File: config.mk
export PLATFORM = sky130hd
export DESIGN_NAME = i2c_bit_level_master
export DESIGN_NICKNAME = d
export VERILOG_FILES = /design/src/design/i2cbm_pkg.sv /design/src/design/i2cbm_core.sv /design/src/design/i2c_bit_level_master.sv
export SDC_FILE = /design/constraint.sdc
export NUM_CORES = 1
export LEC_CHECK = 0
export ABC_AREA = 1
export ABC_CLOCK_PERIOD_IN_PS = 3400
export BUFFER_PORTS_ARGS = -buffer_cell sky130_fd_sc_hd__buf_2
export CAP_MARGIN = 20
export CORE_ASPECT_RATIO = 0.8
export CORE_MARGIN = 2
export CORE_UTILIZATION = 50
export CTS_CLUSTER_DIAMETER = 150
export DETAILED_ROUTE_END_ITERATION = 10
export GPL_TIMING_DRIVEN = 0
export HOLD_SLACK_MARGIN = 0.15
export PLACE_DENSITY = 0.75
export SYNTH_ARGS = -nofsm -noshare
export SYNTH_HDL_FRONTEND = slang
export SYNTH_SLANG_ARGS = --single-unit
File: constraint.sdc
create_clock -name clk -period 3.4 [get_ports clk]
set_clock_uncertainty 0.05 [all_clocks]
set_input_delay 0.17 -clock clk [delete_from_list [all_inputs] [get_ports clk]]
set_output_delay 0.17 -clock clk [all_outputs]
set_load 0.01 [all_outputs]
File: src/design/i2cbm_pkg.sv
// ----------------------------------------------------------------------------
// i2cbm_pkg
// shared types and constants of the bit-level i2c master
// ----------------------------------------------------------------------------
`default_nettype none

package i2cbm_pkg;

    localparam int DIVIDER_WIDTH = 16;
    localparam int HP_WIDTH      = 16;
    localparam int CMP_WIDTH     = (DIVIDER_WIDTH > HP_WIDTH) ? DIVIDER_WIDTH : HP_WIDTH;
    localparam logic [HP_WIDTH-1:0] HALF_PERIOD_RESET = 16'd1000;

    localparam logic [2:0] REQ_NONE  = 3'd0;
    localparam logic [2:0] REQ_START = 3'd1;
    localparam logic [2:0] REQ_STOP  = 3'd2;
    localparam logic [2:0] REQ_WRITE = 3'd3;
    localparam logic [2:0] REQ_READ  = 3'd4;

    localparam logic [3:0] BITS_PER_BYTE = 4'd8;

    typedef enum logic [4:0] {
        OP_IDLE  = 5'b00001,
        OP_START = 5'b00010,
        OP_STOP  = 5'b00100,
        OP_WRITE = 5'b01000,
        OP_READ  = 5'b10000
    } op_t;

    typedef struct packed {
        logic [2:0] req_type;
        logic [7:0] wr_byte;
        logic       send_ack;
        logic       sda_in;
    } tick_in_t;

    typedef struct packed {
        logic       scl_out;
        logic       sda_out;
        logic       busy_res;
        logic       rd_valid;
        logic [7:0] rd_byte;
    } tick_res_t;

endpackage

`default_nettype wire

File: src/design/i2cbm_core.sv
// ----------------------------------------------------------------------------
// i2cbm_core
// bus sequencer state and one-tick step logic of the bit-level i2c master
// ----------------------------------------------------------------------------
`default_nettype none

module i2cbm_core
    import i2cbm_pkg::*;
(
    input  wire logic                clk,
    input  wire logic                rst_n,
    input  wire logic                cfg_wr_en,
    input  wire logic [HP_WIDTH-1:0] cfg_wr_data,
    input  wire logic                adv,
    input  wire tick_in_t            tick_in,
    output tick_res_t                tick_res
);

    logic [HP_WIDTH-1:0]      half_period_reg;
    op_t                      op_reg, op_next;
    logic                     phase_reg, phase_next;
    logic [3:0]               bit_index_reg, bit_index_next;
    logic [7:0]               shift_reg, shift_next;
    logic [DIVIDER_WIDTH-1:0] tick_reg, tick_next;
    logic                     ack_reg, ack_next;
    logic                     scl_reg, scl_next;
    logic                     sda_reg, sda_next;

    logic [CMP_WIDTH-1:0]     hp_ext;
    logic [CMP_WIDTH-1:0]     dmax_ext;
    logic [DIVIDER_WIDTH-1:0] half_eff;
    logic [DIVIDER_WIDTH:0]   tick_inc;
    logic [3:0]               bit_inc;
    logic [7:0]               shift_wr;
    logic                     done;

    // effective half period: saturate to the divider, never zero
    always_comb
    begin
        hp_ext   = CMP_WIDTH'(half_period_reg);
        dmax_ext = CMP_WIDTH'({DIVIDER_WIDTH{1'b1}});
        if (hp_ext > dmax_ext)
        begin
            half_eff = {DIVIDER_WIDTH{1'b1}};
        end
        else
        begin
            half_eff = DIVIDER_WIDTH'(hp_ext);
        end
        if (half_eff == '0)
        begin
            half_eff = DIVIDER_WIDTH'(1);
        end
    end

    always_comb
    begin
        op_next        = op_reg;
        phase_next     = phase_reg;
        bit_index_next = bit_index_reg;
        shift_next     = shift_reg;
        tick_next      = tick_reg;
        ack_next       = ack_reg;
        scl_next       = scl_reg;
        sda_next       = sda_reg;
        done           = 1'b0;
        tick_inc       = {1'b0, tick_reg} + {{DIVIDER_WIDTH{1'b0}}, 1'b1};
        bit_inc        = bit_index_reg + 4'd1;
        shift_wr       = {shift_reg[6:0], 1'b0};

        if (op_reg == OP_IDLE)
        begin
            tick_next      = '0;
            phase_next     = 1'b0;
            bit_index_next = '0;
            unique case (tick_in.req_type)
                REQ_START:
                begin
                    op_next  = OP_START;
                    sda_next = 1'b1;
                    scl_next = 1'b1;
                end
                REQ_STOP:
                begin
                    op_next  = OP_STOP;
                    sda_next = 1'b0;
                    scl_next = 1'b1;
                end
                REQ_WRITE:
                begin
                    op_next    = OP_WRITE;
                    shift_next = tick_in.wr_byte;
                    sda_next   = tick_in.wr_byte[7];
                end
                REQ_READ:
                begin
                    op_next    = OP_READ;
                    shift_next = '0;
                    ack_next   = tick_in.send_ack;
                    sda_next   = 1'b1;
                    scl_next   = 1'b1;
                end
                default:
                begin
                end
            endcase
        end
        else if (tick_inc >= {1'b0, half_eff})
        begin
            tick_next = '0;
            unique case (op_reg)
                OP_START:
                begin
                    if (!phase_reg)
                    begin
                        sda_next   = 1'b0;
                        phase_next = 1'b1;
                    end
                    else
                    begin
                        scl_next   = 1'b0;
                        op_next    = OP_IDLE;
                        phase_next = 1'b0;
                    end
                end
                OP_STOP:
                begin
                    if (!phase_reg)
                    begin
                        sda_next   = 1'b1;
                        phase_next = 1'b1;
                    end
                    else
                    begin
                        op_next    = OP_IDLE;
                        phase_next = 1'b0;
                    end
                end
                OP_WRITE:
                begin
                    if (!phase_reg)
                    begin
                        scl_next   = 1'b1;
                        phase_next = 1'b1;
                    end
                    else
                    begin
                        scl_next   = 1'b0;
                        phase_next = 1'b0;
                        if (bit_index_reg >= BITS_PER_BYTE)
                        begin
                            op_next        = OP_IDLE;
                            bit_index_next = '0;
                        end
                        else
                        begin
                            shift_next     = shift_wr;
                            bit_index_next = bit_inc;
                            sda_next       = (bit_inc >= BITS_PER_BYTE) ? 1'b1 : shift_wr[7];
                        end
                    end
                end
                OP_READ:
                begin
                    if (!phase_reg)
                    begin
                        scl_next = 1'b0;
                        if (bit_index_reg >= BITS_PER_BYTE)
                        begin
                            op_next        = OP_IDLE;
                            bit_index_next = '0;
                            done           = 1'b1;
                        end
                        else
                        begin
                            shift_next = {shift_reg[6:0], tick_in.sda_in};
                            phase_next = 1'b1;
                        end
                    end
                    else
                    begin
                        bit_index_next = bit_inc;
                        if (bit_inc >= BITS_PER_BYTE)
                        begin
                            sda_next = !ack_reg;
                        end
                        scl_next   = 1'b1;
                        phase_next = 1'b0;
                    end
                end
                default:
                begin
                    op_next    = OP_IDLE;
                    phase_next = 1'b0;
                end
            endcase
        end
        else
        begin
            tick_next = tick_inc[DIVIDER_WIDTH-1:0];
        end
    end

    always_comb
    begin
        tick_res.scl_out  = scl_next;
        tick_res.sda_out  = sda_next;
        tick_res.busy_res = (op_next != OP_IDLE);
        tick_res.rd_valid = done;
        tick_res.rd_byte  = done ? shift_reg : 8'd0;
    end

    always_ff @(posedge clk or negedge rst_n)
    begin
        if (!rst_n)
        begin
            half_period_reg <= HALF_PERIOD_RESET;
        end
        else if (cfg_wr_en)
        begin
            half_period_reg <= cfg_wr_data;
        end
    end

    always_ff @(posedge clk or negedge rst_n)
    begin
        if (!rst_n)
        begin
            op_reg        <= OP_IDLE;
            phase_reg     <= 1'b0;
            bit_index_reg <= '0;
            shift_reg     <= '0;
            tick_reg      <= '0;
            ack_reg       <= 1'b0;
            scl_reg       <= 1'b1;
            sda_reg       <= 1'b1;
        end
        else if (adv)
        begin
            op_reg        <= op_next;
            phase_reg     <= phase_next;
            bit_index_reg <= bit_index_next;
            shift_reg     <= shift_next;
            tick_reg      <= tick_next;
            ack_reg       <= ack_next;
            scl_reg       <= scl_next;
            sda_reg       <= sda_next;
        end
    end

endmodule

`default_nettype wire

File: src/design/i2c_bit_level_master.sv
// ----------------------------------------------------------------------------
// i2c_bit_level_master
// bit-level i2c master paced by one input item per divider tick
//
// input channel (in_valid / in_ready): one item is one tick; it carries the
// sampled sda level and, while the master is idle, a command in req_type
// (start, stop, write byte, read byte with ack or nack). commands that arrive
// while busy are ignored.
// output channel (out_valid / out_ready): exactly one item per input item,
// giving the scl and sda levels after that tick, the busy flag and a one-tick
// rd_valid strobe with the read byte.
// the output is valid in the cycle after input accept; throughput is one
// item per cycle while out_ready is high, set by the single result register.
// half_period is written through cfg_wr_en / cfg_wr_data; the user must do
// so only while idle (unenforced). reset: both lines released, sequencer idle,
// half_period back to 1000. when the receiver stalls, the result is held and
// in_ready drops until the result register is taken.
// ----------------------------------------------------------------------------
`default_nettype none

module i2c_bit_level_master
    import i2cbm_pkg::*;
(
    input  wire logic                clk,
    input  wire logic                rst_n,
    input  wire logic                cfg_wr_en,
    input  wire logic [HP_WIDTH-1:0] cfg_wr_data,
    input  wire logic                in_valid,
    output logic                     in_ready,
    input  wire logic [2:0]          req_type,
    input  wire logic [7:0]          wr_byte,
    input  wire logic                send_ack,
    input  wire logic                sda_in,
    output logic                     out_valid,
    input  wire logic                out_ready,
    output logic                     scl_out,
    output logic                     sda_out,
    output logic                     busy_res,
    output logic                     rd_valid,
    output logic [7:0]               rd_byte
);

    tick_in_t  tick_in;
    tick_res_t tick_res;
    tick_res_t res_reg;
    logic      out_valid_reg;
    logic      adv;

    assign in_ready = !out_valid_reg || out_ready;
    assign adv      = in_valid && in_ready;

    assign tick_in.req_type = req_type;
    assign tick_in.wr_byte  = wr_byte;
    assign tick_in.send_ack = send_ack;
    assign tick_in.sda_in   = sda_in;

    i2cbm_core u_core (
        .clk         (clk),
        .rst_n       (rst_n),
        .cfg_wr_en   (cfg_wr_en),
        .cfg_wr_data (cfg_wr_data),
        .adv         (adv),
        .tick_in     (tick_in),
        .tick_res    (tick_res)
    );

    always_ff @(posedge clk or negedge rst_n)
    begin
        if (!rst_n)
        begin
            out_valid_reg <= 1'b0;
        end
        else if (in_ready)
        begin
            out_valid_reg <= in_valid;
        end
    end

    always_ff @(posedge clk)
    begin
        if (adv)
        begin
            res_reg <= tick_res;
        end
    end

    assign out_valid = out_valid_reg;
    assign scl_out   = res_reg.scl_out;
    assign sda_out   = res_reg.sda_out;
    assign busy_res  = res_reg.busy_res;
    assign rd_valid  = res_reg.rd_valid;
    assign rd_byte   = res_reg.rd_byte;

endmodule

`default_nettype wire

==> results.cfg <==
[power]
power.leakage_nw = 2.52
power.internal_mw = 1.92
ir_drop_mv = 0.328
total_power_mw = 3.28
power_switching_mw = 1.36
p_clk_share_pct = 22.5
comb_power_share_pct = 42.8
p_seq_share_pct = 34.7
power.density_mw_per_mm2 = 638
switching_share_pct = 41.5

[cts]
cts_root_buf = clkbuf_8
clock_sinks = 66
cts_buffer_depth = 2
h-tree-depth = 3
numCtsBuffers = 9
clock_latency_ns = 0.35
path_clk_slew_ns = 0.07
cts_tree = built

[yosys]
synth_top_area_share_pct = 28.4
yosysTopAreaCell = dfrtp_1
ys_ff_latch = 66
seq_area_frac_synth_pct = 43.5
synth_adder_area_share_pct = 6.00
synthMuxAreaShare_pct = 0
yosysWarnings = 0
synthTopCellsByArea = dfrtp_1 (28%), nand2_1 (10%), edfxtp_1 (9.1%)
syn_area_sq_mm = 0.00396
synthArstFlopShare_pct = 81.8
synth_cell_type_count = 39
synth_nets = 554
avgSynthCellArea_sq_um = 7.91
ys_top_cells_by_count = nand2_1 (107), inv_1 (78), dfrtp_1 (45)
synth_xor_area_share_pct = 2.65
yosysMostFrequentCell = nand2_1
synthCells = 501
synth-compound-area-share_pct = 13.8
synth_edf_count = 12
synth-main-ff-cell = dfrtp_1
synth_top_family_by_area = simple AND/OR/NAND/NOR gates
synth_simple_gate_area_share_pct = 24.4

[floorplan]
start_util_pct = 50.8
pin_count = 48
coreArea_sq_mm = 0.00780
die_w_um = 104
die_area_sq_mm = 0.00865
die_h_um = 83.6
rows = 29

[critical_path]
slowest_delay_ns = 0.40
worstPathRequired_ns = 3.45
crit_chain = ha_2 -> nand3_2 -> nor2_4 -> nand2_2 -> nor3_4 -> xor2_1 -> inv_1 -> ha_1 -> nand2_1 -> o21bai_1 -> nand2_1 -> nand4_1 -> nand2_2 -> nor2_4 -> buf_12 -> nand3_4 -> nand2_2 -> nor2_1
critical_path_arrival_ns = 3.25
path_delay_family = simple AND/OR/NAND/NOR gates
critPathCaptureType = flip-flop
crit_buf_inv = 2
crit_start = u_core.tick_reg[0]
worstSetupEndpoint = rd_byte[6]
cp_max_fo = 9
cpMostUsedCell = nand2_2
reg2reg_to = rd_byte[6]
crit_type = reg2reg
reg2reg_slack_ns = 0.20
rr_worst_depth = 18
cpMaxStageDelayCell = dfrtp_1
cp.depth = 18
crit_path_start_kind = flip-flop
r2r-start = u_core.tick_reg[0]

[global_route]
grt_max_degree = 37
grt.overflow.total = 0
antenna_found_initial = 0
first_global_vias = 3563
grt_pass1_wl_um = 16700
grt_usage_pct = 23.6

[route]
drt_iter0_drc = 252
avgViaCountPerCell = 5.35
drc = 0
wirelength_um = 10200
via_count = 3847
drt_pass1_iterations = 4
wl_per_cell_um = 14.2
drtAntennaViolNets = 0

[min_path]
hp-class = in2reg
hold_path_depth = 4

[final_layout]
n_antenna_cell = 0
areaGrowthSynthToFinish_pct = 29.9
final_cells = 719
drive_gt1_share_pct = 23.2
layout.nets = 659
postLayoutCellArea_sq_mm = 0.00514

[timing]
fin_setup_tns_ns = 0
whs_ns = 0.191
slew_viol_final = 0
fmax_mhz = 312
finalCritPeriodShare_pct = 94.1
hold_violations = 0
period_minus_slack_ns = 3.20
slew_headroom_pct = 59.2
setup_violations = 0
worst_slew_pin_slew_ns = 0.612

[place]
hpwlAfterDp_um = 6630
portBuffers = 47
placed_area_sq_mm = 0.00435
place_inst = 657
gp_congestion = 0.900

[status]
run_status = finished, final reports clean

[flow_run]
maxCapViolCount = 0
## tightest hold or removal path, stage by stage
cell and delay [ns]:
buf_2 0.07, nand2_1 0.14, nor2_1 0.12, a21oi_1 0.04
## power groups by stage
stage / Sequential (mW) / Combinational, mW / Clock, mW
global placement: 1.14 / 1.16 / 0
finish: 1.14 / 1.41 / 0.739
global route: 1.16 / 1.57 / 0.779
floorplan: 1.12 / 0.901 / 0
CTS: 1.13 / 1.28 / 0.746
detailed placement: 1.15 / 1.20 / 0
## layout by cell type (no fill, tap or decap), types with 10 or more instances in the layout
cell type,instances
a21oi_1,16
buf_2,49
buf_4,12
clkbuf_1,10
dfrtp_1,45
dlygate4sd3_1,30
edfxtp_1,12
ha_1,17
inv_1,77
nand2_1,100
nand2_2,10
nand3_1,18
nand4_1,16
nor2_1,41
o21ai_0,39
o21ai_2,10
xor2_1,11
## layout make-up
cell class,instances,area (sq um)
flip-flops and latches,66,1720
repair buffers,93,692
clock buffers,9,124
clock inverters,7,93.8
well taps,108,135
plain buffers,14,62.6
multi-input cells,337,1990
fillers,622,2660
inverters,85,324
## cell families (layout without fill, tap and decap cells)
family | count (synthesis) | in the layout
flip-flops | 66 | 66
AO/OA/AOI/OAI | 92 | 92
XOR/XNOR | 12 | 12
adder cells (fa/ha/maj) | 19 | 19
buffers and inverters | 99 | 208
AND/OR/NAND/NOR | 213 | 214
## worst min path at each step
stage               slack (ns)             from                         end
floorplan                -0.18            rst_n                   out_valid
global placement          0.33  cfg_wr_data[11]  u_core.half_period_reg[11]
detailed placement        0.09            rst_n   u_core.half_period_reg[1]
CTS                       0.19         in_valid          u_core.tick_reg[0]
global route              0.24         in_valid            u_core.op_reg[1]
finish                    0.19         in_valid          u_core.tick_reg[0]
## metal layers
metal  up-vias  track usage, %  routed length, um
met4         0            6.76                102
met1      1836            32.9               4690
met5         -               0                  0
met3        11            4.68                659
li1       1866               -                  -
met2       134            37.7               4760
## stage by stage
stage / util (%) / setup slack, ns
5_1_grt: 66.0 / -0.0693
3_5_place_dp: 55.8 / -0.264
3_3_place_gp: 55.5 / -0.175
4_1_cts: 63.1 / 0.00626
2_1_floorplan: - / 0.318
6_report: 66.0 / 0.199
## repair_timing
action / 4_1_cts / 5_1_grt
endpoints found under the setup margin: 46 / 48
buffers inserted: 3 / 11
pin swaps: 4 / 15
gates resized for setup: 8 / 24
cloned: 0 / 1
hold buffers: 30 / 0
hold endpoints to repair: 73 / 0
(Power assumes the default switching activity.)
